==> src/sv/sps_pkg.sv <==
// ============================================================================
// sps_pkg: shared types, constants and phase tables for the stepper sequencer
// Holds the request opcodes, the step modes, the controller-to-datapath
// command bundle and the coil pattern lookups.
// ============================================================================
package sps_pkg;

    // Width of the step counter; it equals the step total width, so all bits are used
    localparam int STEP_COUNT_BITS = 20;

    // Fixed field widths
    localparam int TOTAL_W  = 20;
    localparam int RPM_W    = 10;
    localparam int PERIOD_W = 14;
    localparam int PHASE_W  = 3;
    localparam int COIL_W   = 4;
    localparam int OP_W     = 2;
    localparam int MODE_W   = 2;

    // Microseconds per minute over steps per revolution
    localparam int US_PER_MINUTE   = 60000000;
    localparam int STEPS_PER_REV   = 4096;
    localparam int PERIOD_DIVIDEND = US_PER_MINUTE / STEPS_PER_REV;

    // Divider iteration counter
    localparam int DIV_CNT_W = $clog2(PERIOD_W);

    // Request opcodes
    localparam logic [OP_W-1:0] OP_TICK  = 2'd0;
    localparam logic [OP_W-1:0] OP_START = 2'd1;
    localparam logic [OP_W-1:0] OP_STOP  = 2'd2;

    // Step modes
    localparam logic [MODE_W-1:0] MODE_HALF = 2'd0;
    localparam logic [MODE_W-1:0] MODE_FULL = 2'd1;
    localparam logic [MODE_W-1:0] MODE_WAVE = 2'd2;

    // Commands from the controller to the datapath
    typedef struct packed {
        logic load_start;   // latch start fields, seed the divider
        logic div_step;     // one restoring-division iteration
        logic apply_start;  // commit the new move
        logic apply_tick;   // one microsecond tick
        logic apply_stop;   // drop all coils
    } sps_cmd_t;

    // Last valid phase index for a mode
    function automatic logic [PHASE_W-1:0] mode_last(input logic [MODE_W-1:0] mode);
        logic [PHASE_W-1:0] last;
        begin
            if (mode == MODE_FULL || mode == MODE_WAVE)
                last = 3'd3;
            else
                last = 3'd7;
            return last;
        end
    endfunction

    // Coil pattern for a mode and phase index
    function automatic logic [COIL_W-1:0] coil_pattern(input logic [MODE_W-1:0] mode,
                                                       input logic [PHASE_W-1:0] idx);
        logic [COIL_W-1:0] pat;
        begin
            pat = '0;
            if (mode == MODE_FULL) begin
                case (idx[1:0])
                    2'd0:    pat = 4'h3;
                    2'd1:    pat = 4'h6;
                    2'd2:    pat = 4'hC;
                    default: pat = 4'h9;
                endcase
            end else if (mode == MODE_WAVE) begin
                case (idx[1:0])
                    2'd0:    pat = 4'h1;
                    2'd1:    pat = 4'h2;
                    2'd2:    pat = 4'h4;
                    default: pat = 4'h8;
                endcase
            end else begin
                case (idx)
                    3'd0:    pat = 4'h1;
                    3'd1:    pat = 4'h3;
                    3'd2:    pat = 4'h2;
                    3'd3:    pat = 4'h6;
                    3'd4:    pat = 4'h4;
                    3'd5:    pat = 4'hC;
                    3'd6:    pat = 4'h8;
                    default: pat = 4'h9;
                endcase
            end
            return pat;
        end
    endfunction

endpackage

==> src/sv/stepper_phase_sequencer_unit.sv <==
// ============================================================================
// stepper_phase_sequencer_unit: four-coil stepper phase sequencer
// Walks half-step, full-step or wave phase tables on microsecond ticks.
// ============================================================================
//
//  channel | signals                                              | direction
//  --------+------------------------------------------------------+----------
//  in      | in_valid/in_ready, opcode, step_total,               | into block
//          | counter_clockwise, step_mode, speed_rpm              |
//  out     | out_valid/out_ready, coils, busy_res, phase          | from block
//
//  Tick, stop and unknown requests post a result in the cycle after acceptance.
//  A start latches its fields, runs 14 iterations of the restoring divider
//  that forms the step period, and then commits the move.
//  A new request is taken in the cycle its predecessor's result is taken.
//  While a result waits for out_ready, no new request is taken.
//  Reset clears the move state: coils low, idle, phase 0, half-step mode.
//
module stepper_phase_sequencer_unit (
    input  logic                            clk,
    input  logic                            rst_n,
    input  logic                            in_valid,
    output logic                            in_ready,
    input  logic [sps_pkg::OP_W-1:0]        opcode,
    input  logic [sps_pkg::TOTAL_W-1:0]     step_total,
    input  logic                            counter_clockwise,
    input  logic [sps_pkg::MODE_W-1:0]      step_mode,
    input  logic [sps_pkg::RPM_W-1:0]       speed_rpm,
    output logic                            out_valid,
    input  logic                            out_ready,
    output logic [sps_pkg::COIL_W-1:0]      coils,
    output logic                            busy_res,
    output logic [sps_pkg::PHASE_W-1:0]     phase
);

    sps_pkg::sps_cmd_t cmd;

    // Request sequencing
    sps_ctrl u_ctrl (
        .clk       (clk),
        .rst_n     (rst_n),
        .in_valid  (in_valid),
        .in_ready  (in_ready),
        .opcode    (opcode),
        .out_valid (out_valid),
        .out_ready (out_ready),
        .cmd       (cmd)
    );

    // Divider and move state
    sps_dp u_dp (
        .clk               (clk),
        .rst_n             (rst_n),
        .cmd               (cmd),
        .step_total        (step_total),
        .counter_clockwise (counter_clockwise),
        .step_mode         (step_mode),
        .speed_rpm         (speed_rpm),
        .coils             (coils),
        .busy_res          (busy_res),
        .phase             (phase)
    );

endmodule

==> src/sv/sps_ctrl.sv <==
// ============================================================================
// sps_ctrl: request sequencing for the stepper sequencer
// Accepts requests, runs the period divider for a start, and owns the
// result valid flag.
// ============================================================================
module sps_ctrl (
    input  logic                          clk,
    input  logic                          rst_n,
    input  logic                          in_valid,
    output logic                          in_ready,
    input  logic [sps_pkg::OP_W-1:0]      opcode,
    output logic                          out_valid,
    input  logic                          out_ready,
    output sps_pkg::sps_cmd_t             cmd
);

    typedef enum logic [1:0] {
        S_IDLE,
        S_DIV,
        S_FIN
    } state_t;

    state_t                          state_reg, state_next;
    logic [sps_pkg::DIV_CNT_W-1:0]   cnt_reg, cnt_next;
    logic                            out_valid_reg, out_valid_next;
    logic                            accept;

    // Take a request only when idle and the result slot is free or freeing
    assign in_ready  = (state_reg == S_IDLE) && (!out_valid_reg || out_ready);
    assign accept    = in_valid && in_ready;
    assign out_valid = out_valid_reg;

    // Decode state and opcode into datapath commands
    always_comb
    begin
        state_next     = state_reg;
        cnt_next       = cnt_reg;
        out_valid_next = out_valid_reg && !out_ready;
        cmd            = '0;
        unique case (state_reg)
            S_IDLE:
            begin
                if (accept) begin
                    unique case (opcode)
                        sps_pkg::OP_TICK:
                        begin
                            cmd.apply_tick = 1'b1;
                            out_valid_next = 1'b1;
                        end
                        sps_pkg::OP_STOP:
                        begin
                            cmd.apply_stop = 1'b1;
                            out_valid_next = 1'b1;
                        end
                        sps_pkg::OP_START:
                        begin
                            cmd.load_start = 1'b1;
                            cnt_next       = '0;
                            state_next     = S_DIV;
                        end
                        default:
                        begin
                            out_valid_next = 1'b1;
                        end
                    endcase
                end
            end
            S_DIV:
            begin
                cmd.div_step = 1'b1;
                cnt_next     = cnt_reg + 1'b1;
                if (cnt_reg == sps_pkg::DIV_CNT_W'(sps_pkg::PERIOD_W - 1))
                    state_next = S_FIN;
            end
            S_FIN:
            begin
                cmd.apply_start = 1'b1;
                out_valid_next  = 1'b1;
                state_next      = S_IDLE;
            end
            default:
            begin
                state_next = S_IDLE;
            end
        endcase
    end

    // Hold state and the result valid flag
    always_ff @(posedge clk or negedge rst_n)
    begin
        if (!rst_n) begin
            state_reg     <= S_IDLE;
            cnt_reg       <= '0;
            out_valid_reg <= 1'b0;
        end else begin
            state_reg     <= state_next;
            cnt_reg       <= cnt_next;
            out_valid_reg <= out_valid_next;
        end
    end

    // Requests are only taken from idle
    a_ready_idle: assert property (@(posedge clk) disable iff (!rst_n)
        in_ready |-> state_reg == S_IDLE)
        else $error("request taken outside idle");

    // No result is pending while the divider runs
    a_div_quiet: assert property (@(posedge clk) disable iff (!rst_n)
        state_reg == S_DIV |-> !out_valid_reg)
        else $error("result pending during division");

    // A finished start always posts a result
    a_fin_result: assert property (@(posedge clk) disable iff (!rst_n)
        state_reg == S_FIN |=> out_valid_reg)
        else $error("start finished without a result");

    // A start leads into the divider
    a_start_div: assert property (@(posedge clk) disable iff (!rst_n)
        cmd.load_start |=> state_reg == S_DIV)
        else $error("start did not enter division");

endmodule

==> src/sv/sps_dp.sv <==
// ============================================================================
// sps_dp: datapath of the stepper sequencer
// Restoring divider for the step period, move state and phase walking.
// The move state registers drive the result ports directly.
// ============================================================================
module sps_dp (
    input  logic                            clk,
    input  logic                            rst_n,
    input  sps_pkg::sps_cmd_t               cmd,
    input  logic [sps_pkg::TOTAL_W-1:0]     step_total,
    input  logic                            counter_clockwise,
    input  logic [sps_pkg::MODE_W-1:0]      step_mode,
    input  logic [sps_pkg::RPM_W-1:0]       speed_rpm,
    output logic [sps_pkg::COIL_W-1:0]      coils,
    output logic                            busy_res,
    output logic [sps_pkg::PHASE_W-1:0]     phase
);

    localparam int PW = sps_pkg::PERIOD_W;
    localparam int RW = sps_pkg::RPM_W;
    localparam int SW = sps_pkg::STEP_COUNT_BITS;

    // Start latch and divider
    logic [SW-1:0]                   total_reg;
    logic                            upward_reg;
    logic [sps_pkg::MODE_W-1:0]      mode_reg;
    logic [RW-1:0]                   div_reg;
    logic [RW-1:0]                   rem_reg, rem_next;
    logic [PW-1:0]                   quo_reg, quo_next;
    logic [RW:0]                     shifted;
    logic [RW+1:0]                   diff;

    // Move state
    logic [sps_pkg::PHASE_W-1:0]     phase_reg, phase_next;
    logic [SW-1:0]                   steps_reg, steps_next;
    logic [PW-1:0]                   delay_reg, delay_next;
    logic [PW-1:0]                   period_reg, period_next;
    logic [sps_pkg::MODE_W-1:0]      amode_reg, amode_next;
    logic                            walk_up_reg, walk_up_next;
    logic                            running_reg, running_next;
    logic [sps_pkg::COIL_W-1:0]      coil_reg, coil_next;

    logic [sps_pkg::PHASE_W-1:0]     start_phase;
    logic [sps_pkg::PHASE_W-1:0]     adv_phase;
    logic [sps_pkg::PHASE_W-1:0]     last_idx;

    // One restoring division step
    assign shifted = {rem_reg, quo_reg[PW-1]};
    assign diff    = {1'b0, shifted} - {2'b00, div_reg};

    always_comb
    begin
        if (!diff[RW+1])
            rem_next = diff[RW-1:0];
        else
            rem_next = shifted[RW-1:0];
        quo_next = {quo_reg[PW-2:0], ~diff[RW+1]};
    end

    // Latch start fields and run the divider
    always_ff @(posedge clk)
    begin
        if (cmd.load_start) begin
            total_reg  <= SW'(step_total);
            upward_reg <= counter_clockwise;
            mode_reg   <= (step_mode == sps_pkg::MODE_FULL ||
                           step_mode == sps_pkg::MODE_WAVE) ? step_mode : sps_pkg::MODE_HALF;
            div_reg    <= (speed_rpm == '0) ? RW'(1) : speed_rpm;
            rem_reg    <= '0;
            quo_reg    <= PW'(sps_pkg::PERIOD_DIVIDEND);
        end else if (cmd.div_step) begin
            rem_reg    <= rem_next;
            quo_reg    <= quo_next;
        end
    end

    // Phase stepping for the active move
    assign last_idx    = sps_pkg::mode_last(amode_reg);
    assign start_phase = upward_reg ? '0 : sps_pkg::mode_last(mode_reg);

    always_comb
    begin
        if (walk_up_reg)
            adv_phase = (phase_reg >= last_idx) ? '0 : phase_reg + 1'b1;
        else
            adv_phase = (phase_reg == '0 || phase_reg > last_idx) ? last_idx
                                                                  : phase_reg - 1'b1;
    end

    // Update the move state per command
    always_comb
    begin
        phase_next   = phase_reg;
        steps_next   = steps_reg;
        delay_next   = delay_reg;
        period_next  = period_reg;
        amode_next   = amode_reg;
        walk_up_next = walk_up_reg;
        running_next = running_reg;
        coil_next    = coil_reg;
        if (cmd.apply_start) begin
            amode_next   = mode_reg;
            walk_up_next = upward_reg;
            period_next  = quo_reg;
            phase_next   = start_phase;
            if (total_reg == '0) begin
                coil_next    = '0;
                running_next = 1'b0;
                steps_next   = '0;
                delay_next   = '0;
            end else begin
                coil_next    = sps_pkg::coil_pattern(mode_reg, start_phase);
                steps_next   = total_reg - 1'b1;
                delay_next   = quo_reg;
                running_next = 1'b1;
            end
        end else if (cmd.apply_stop) begin
            coil_next    = '0;
            running_next = 1'b0;
            steps_next   = '0;
            delay_next   = '0;
        end else if (cmd.apply_tick && running_reg) begin
            if (delay_reg > PW'(1)) begin
                delay_next = delay_reg - 1'b1;
            end else if (steps_reg == '0) begin
                coil_next    = '0;
                running_next = 1'b0;
                steps_next   = '0;
                delay_next   = '0;
            end else begin
                phase_next = adv_phase;
                coil_next  = sps_pkg::coil_pattern(amode_reg, adv_phase);
                steps_next = steps_reg - 1'b1;
                delay_next = period_reg;
            end
        end
    end

    // Hold the move state
    always_ff @(posedge clk or negedge rst_n)
    begin
        if (!rst_n) begin
            phase_reg   <= '0;
            steps_reg   <= '0;
            delay_reg   <= '0;
            period_reg  <= '0;
            amode_reg   <= sps_pkg::MODE_HALF;
            walk_up_reg <= 1'b0;
            running_reg <= 1'b0;
            coil_reg    <= '0;
        end else begin
            phase_reg   <= phase_next;
            steps_reg   <= steps_next;
            delay_reg   <= delay_next;
            period_reg  <= period_next;
            amode_reg   <= amode_next;
            walk_up_reg <= walk_up_next;
            running_reg <= running_next;
            coil_reg    <= coil_next;
        end
    end

    assign coils    = coil_reg;
    assign busy_res = running_reg;
    assign phase    = phase_reg;

endmodule

==> config.mk <==
export PLATFORM = sky130hd
export DESIGN_NAME = stepper_phase_sequencer_unit
export DESIGN_NICKNAME = d
export VERILOG_FILES = /design/src/sv/sps_pkg.sv /design/src/sv/stepper_phase_sequencer_unit.sv /design/src/sv/sps_ctrl.sv /design/src/sv/sps_dp.sv
export SDC_FILE = /design/constraint.sdc
export NUM_CORES = 1
export LEC_CHECK = 0
export BUFFER_PORTS_ARGS = -buffer_cell sky130_fd_sc_hd__buf_2
export CAP_MARGIN = 20
export CORE_MARGIN = 2
export CORE_UTILIZATION = 59
export CTS_CLUSTER_DIAMETER = 150
export DETAILED_ROUTE_END_ITERATION = 10
export PLACE_DENSITY_LB_ADDON = 0.05
export SYNTH_ARGS = -nofsm -noshare
export SYNTH_HDL_FRONTEND = slang
export SYNTH_SLANG_ARGS = --single-unit
==> constraint.sdc <==
create_clock -name clk -period 6.1 [get_ports clk]
set_input_delay 0.915 -clock clk [delete_from_list [all_inputs] [get_ports clk]]
set_output_delay 0.915 -clock clk [all_outputs]
set_load 0.01 [all_outputs]
## Word-level counts from Yosys, hierarchy flattened

Index checks and enable logic that the tools add are counted.

- Word-level logic and storage cells: 157
- Input bits: 39
- Flip-flop bits (word level): 123
- Output and inout bits: 10

- Add/sub/neg operators: 7
- $lt $le $gt $ge: 3
- Reduce and logical (&&, ||, !) cells: 30
- Mux-type cells: 65
- Equal/unequal tests: 34
- Bitwise logic cells: 1

Operator list:

| kind | number |
|---|---|
| 20-bit 2-to-1 mux | 6 |
| 14-bit 2-to-1 mux | 6 |
| 4-bit one-hot mux with 7 select lines | 2 |
| 4-bit 2-to-1 mux | 12 |
| 4-bit one-hot mux with 3 select lines | 4 |
| 20-bit zero test | 2 |
| 20-bit by 1-bit subtractor with 20-bit output, second input constant | 2 |
| 3-bit 2-to-1 mux | 11 |
| 3-bit equality test, second input constant | 6 |
| 1-bit 2-to-1 mux | 15 |
| 2-bit by 1-bit equality test with 1-bit output, second input constant | 7 |
| 2-bit equality test, second input constant | 7 |
| 14-bit by 1-bit > comparator with 1-bit output, second input constant | 1 |
| 14-bit by 1-bit subtractor with 14-bit output, second input constant | 1 |
| 3-bit by 2-bit equality test with 1-bit output, second input constant | 4 |
| 11-bit by 10-bit subtractor with 12-bit output | 1 |
| 10-bit zero test | 1 |
| 10-bit 2-to-1 mux | 1 |
| 2-bit 2-to-1 mux | 5 |
| 3-bit zero test | 3 |
| 3-bit AND reduction | 3 |
| 2-bit zero test | 4 |
| 4-bit one-hot mux with 2 select lines | 1 |
| 3-bit by 1-bit equality test with 1-bit output, second input constant | 2 |
| other kinds (19) | 33 |

## Longest topological paths before layout

- Depth in word-level cells: 16
- Mapped depth: 15
- Depth with buffers taken out: 15

## Hierarchy

A second synthesis with hierarchy kept.

- Cell total of the unflattened synthesis: 744
- Area total of the unflattened synthesis: 7,138.1 sq um

By module, submodules not included:

| module | area each (sq um) | cells an instance | sequential area each (sq um) | times used |
|---|---|---|---|---|
| sps_dp | 6,742.7 | 707 | 2,947.8 | 1 |
| sps_ctrl | 395.4 | 37 | 175.2 | 1 |

## Least setup slack after synthesis

No wires, ideal clock.

- Path type: in2reg
- Start point: input port out_ready
- End point: register u_dp.div_reg[0] (enable)
- Required time: 5,548 ps
- Arrival: 2,363 ps
- Path buffers: 1
- Setup time: 552 ps
- Stages on the path: 5
- Slack: 3,185 ps
- Cell sequence: nor2b_1 -> nor2_1 -> nand3_1 -> clkbuf_1 -> clkinv_1

RTL lines:

| item | RTL line | source |
|---|---|---|
| from (decl) | stepper_phase_sequencer_unit.sv:30 | `input logic out_ready,` |
| to (signal assigned) | sps_dp.sv:68 | `div_reg <= (speed_rpm == '0) ? RW'(1) : speed_rpm;` |
| to (decl) | sps_dp.sv:27 | `logic [RW-1:0] div_reg;` |

## Final worst setup path

- Start point: register u_dp.amode_reg[0] in the netlist's numbering
- End point: register u_dp.coil_reg (netlist bit u_dp.coils[2])

- Word-level cells in the longest chain between the ends: 16
- Elaborated cells between the ends (all ways): 30
- Those cells by class: 2 x order compare; 10 x eq/ne; 14 x mux; 4 x reduce/logical

Ends and longest elaborated chain:

| item | RTL line | source |
|---|---|---|
| from (decl) | sps_dp.sv:38 | `logic [sps_pkg::MODE_W-1:0] amode_reg, amode_next;` |
| from (signal assigned) | sps_dp.sv:147 | `amode_reg <= sps_pkg::MODE_HALF;` |
| from (signal assigned) | sps_dp.sv:156 | `amode_reg <= amode_next;` |
| 2-bit by 1-bit equality test with 1-bit output / 2-bit equality test (equally long branches) | sps_pkg.sv:51, sps_pkg.sv:65, sps_pkg.sv:72 |  |
| 1-bit logical OR | sps_pkg.sv:51 | `if (mode == MODE_FULL \|\| mode == MODE_WAVE)` |
| 3-bit 2-to-1 mux | sps_pkg.sv:51 |  |
| 3-bit > comparator | sps_dp.sv:86 | `adv_phase = (phase_reg == '0 \|\| phase_reg > last_idx) ? last_idx` |
| 1-bit logical OR | sps_dp.sv:86 |  |
| 3-bit 2-to-1 mux | sps_dp.sv:86 |  |
| 3-bit 2-to-1 mux | sps_dp.sv:83 | `if (walk_up_reg)` |
| 3-bit equality test (tied with other cells) | sps_pkg.sv:80 | `case (idx)` |
| 4-bit one-hot mux with 7 select lines / 4-bit one-hot mux with 3 select lines (equally long branches) | sps_pkg.sv:80, sps_pkg.sv:73 |  |
| 4-bit 2-to-1 mux | sps_pkg.sv:72 | `end else if (mode == MODE_WAVE) begin` |
| 4-bit 2-to-1 mux * | sps_pkg.sv:65 | `if (mode == MODE_FULL) begin` |
| 4-bit 2-to-1 mux * | sps_dp.sv:125 | `end else if (steps_reg == '0) begin` |
| 4-bit 2-to-1 mux * | sps_dp.sv:123 | `if (delay_reg > PW'(1)) begin` |
| 4-bit 2-to-1 mux * | sps_dp.sv:122 | `end else if (cmd.apply_tick && running_reg) begin` |
| 4-bit 2-to-1 mux * | sps_dp.sv:117 | `end else if (cmd.apply_stop) begin` |
| 4-bit 2-to-1 mux * | sps_dp.sv:101 | `if (cmd.apply_start) begin` |
| to (signal assigned) | sps_dp.sv:159 | `coil_reg <= coil_next;` |
| to (decl) | sps_dp.sv:41 | `logic [sps_pkg::COIL_W-1:0] coil_reg, coil_next;` |

Mark *: on every way between the ends. The rest lies on a longest branch, timed or not. The select of a mux whose other input is x is not followed.
A chain may end at the register's enable or synchronous reset.

==> results_dict.tcl <==
set metrics [dict create \
    drtPass1Iterations 5 \
    max_freq_ghz 0.297 \
    setup_viol 0 \
    yosysUniqueCellTypes 77 \
    synth_nets 857 \
    insertion_delay_ns 0.42 \
    vias 6057 \
    fp.dieH_um 114 \
    path_buf_inv 3 \
    whs_ns 0.472 \
    outcome "finished clean" \
    clk_path_buf_depth 2 \
    async_flop_share_pct 53.7 \
    synth_cells 785 \
    start_util_pct 59.7 \
    layout.nets 888 \
    power_leakage_nw 3.31 \
    dr.first_iter.drc_count 561 \
    die_width_um 114 \
    cts_tree "done" \
    drt-vias-per-instance 6.21 \
    die_area_um2 13000 \
    grt-ovfl-total 0 \
    path_cells "inv_1 > ha_1 > inv_1 > ha_1 > a31o_2 > a22o_1 > nor3b_1 > a21oi_1 > inv_1 > ha_1 > nor2_1 > mux2_2 > o211ai_1 > o221ai_1 > o21ai_1" \
    grt_max_degree 67 \
    ys.flop_type "dfrtp_1" \
    slew_headroom_pct 31.8 \
    rsz0062_at_grt "false" \
    rows 40 \
    finalCritPeriodShare_pct 55.1 \
    postCtsSetupBuffers 0 \
    cts_hold_buf 0 \
    wire_per_inst_um 17.4 \
    ir_drop_mv 0.366 \
    ctsHtreeMaxLevel 4 \
    n_antenna_cell 0 \
    hold_class "reg -> reg" \
    synth_seq_cells 123 \
    grt_antenna_before_repair 0 \
    finalHoldViolations 0 \
    clkTransAtPathRegs_ns 0.05 \
    num_io_pins 49 \
    drc 0 \
    regToRegSetupSlack_ns 2.74 \
    slowest_stage "dfrtp_1" \
    seq_area_frac_synth_pct 43.9 \
    hpwl_mm 11.5 \
    fin_skew_ns 0.0125 \
    ctsResizeCount 0 \
    grt_pass1_wl_mm 28.5 \
    cp_top_family "compound AO/OA/AOI/OAI gates" \
    syn-cell-area_um2 7120 \
    n_fill_cell 986 \
    synth-edff-count 33 \
    yosysWarnings 0 \
    wirelength_mm 17.0 \
    worst_pin_slew_ns 1.02 \
    cp_max_fo 5 \
    cts_inserted_buffers 17 \
    grtUsageTotal_pct 27.6 \
    worstPathArrival_ns 3.66 \
    cts_num_sinks 123 \
    worst_slack_ns 2.74 \
    fin_setup_tns_ns 0 \
    core-area_um2 11900 \
    drive_gt1_share_pct 14.6 \
    synth_area_per_cell_um2 9.06 \
    max_stage_delay_ns 0.35 \
    p_per_area_nw_per_um2 510 \
    crit_required_ns 6.40 \
    gp_congestion 0.856 \
    end_kind "register" \
    start_kind "register" \
    ant_nets 0 \
    ctsRootBufferMaster "clkbuf_16" \
    power_mw 4.10 \
    slew_viol_final 0 \
    crit_type "reg -> reg" \
    pre_cts_ws_ns 2.64 \
    portBuffers 48 \
    drv_cap 0 \
    syn_to_final_growth_pct 13.0 \
    min_period_ns 3.36 \
    grt_pass1_vias 5934 \
]
## report_power, final
part	internal, mW	leakage, nW	switching (mW)
Clock	0.561	0.281	0.390
Combinational	0.733	1.72	1.01
Sequential	1.13	1.31	0.278
## cells in the mapped netlist, types with 15 or more instances
cell / number / area, µm²
nand3_1: 23 / 115
ha_1: 32 / 400
nand2_1: 105 / 394
nor2_1: 61 / 229
edfxtp_1: 33 / 991
inv_1: 35 / 131
dfrtp_1: 66 / 1650
a21oi_1: 49 / 245
o21ai_0: 52 / 260
nor3_1: 20 / 100
clkbuf_1: 37 / 139
nor4_1: 15 / 93.8
dfxtp_1: 24 / 480
xor2_1: 15 / 131
## path summary, 6_finish.rpt
check                                  start            endpoint  depth (start not counted)
min                          u_dp.quo_reg[4]  u_dp.period_reg[4]                          2
min in group asynchronous              rst_n   u_dp.steps_reg[8]                          2
max in group asynchronous              rst_n  u_dp.period_reg[0]                          2
max reg2reg                u_dp.amode_reg[0]       u_dp.coils[2]                         15
min reg2reg                  u_dp.quo_reg[4]  u_dp.period_reg[4]                          2
max                        u_dp.amode_reg[0]       u_dp.coils[2]                         15
## worst register-to-register path, stage by stage (launching register included)
cell and delay, ns:
dfrtp_1 0.35, inv_1 0.06, ha_1 0.33, inv_1 0.08, ha_1 0.35, a31o_2 0.19
a22o_1 0.22, nor3b_1 0.07, a21oi_1 0.35, inv_1 0.18, ha_1 0.27, nor2_1 0.21
mux2_2 0.20, o211ai_1 0.09, o221ai_1 0.18, o21ai_1 0.09
## stage by stage
stage          util (%)  std cells  area [µm²]
4_1_cts            67.4        975        8020
3_3_place_gp       62.6        943        7450
3_5_place_dp       62.6        943        7450
2_1_floorplan         -        785        7120
6_report           67.5        976        8040
5_1_grt            67.5        976        8040
## placed cells by master (no fill, tap or decap), types with 5 or more instances in the layout
master     netlist  routed
nand2_1        105     105
dfrtp_1         66      66
nor2_1          61      61
o21ai_0         52      52
a21oi_1         49      49
buf_2            7      48
inv_1           35      35
edfxtp_1        33      33
ha_1            32      32
dfxtp_1         24      24
nand3_1         23      23
nor3_1          20      20
clkbuf_16        0      18
nor4_1          15      15
xor2_1          15      15
xnor2_1         13      13
nor2b_1         11      11
a22oi_1         11      11
buf_4            0      11
o21a_1           9       9
a31oi_1          9       8
o22ai_1          8       8
mux2i_1          8       8
nand2b_1         7       7
or3_1            7       7
or4_1            7       7
o21ai_1          6       6
clkinv_4         0       6
nor3b_1          5       5
o31ai_1          6       5
o221ai_1         5       5
o32ai_1          5       5
o211ai_1         5       5
## final cells by class
class	count	area (µm²)	share of cell area, %
inverter	36	135	1.68
tap	147	184	2.29
clock buffer	19	464	5.78
clock inverter	13	105	1.31
multi-input combinational	578	3690	45.9
sequential	123	3120	38.9
timing repair buffer	60	338	4.20
## cells by family after synthesis
group,count (synthesis),synth area share [%]
fa+ha+maj,33,5.91
xor+xnor,28,3.45
compound gates,215,20.1
simple gates,291,20.3
flops,123,43.9
buf+inv,84,4.77
mux,11,1.60
## layer usage
metal | track usage (%) | up-vias | part of all wire (%)
li1 | - | 2917 | -
met3 | 5.79 | 22 | 4.4
met2 | 46.7 | 151 | 50
met5 | 0 | - | 0
met1 | 35.6 | 2967 | 44
met4 | 9.27 | 0 | 1.4
Power figures use the tool's default switching activity.
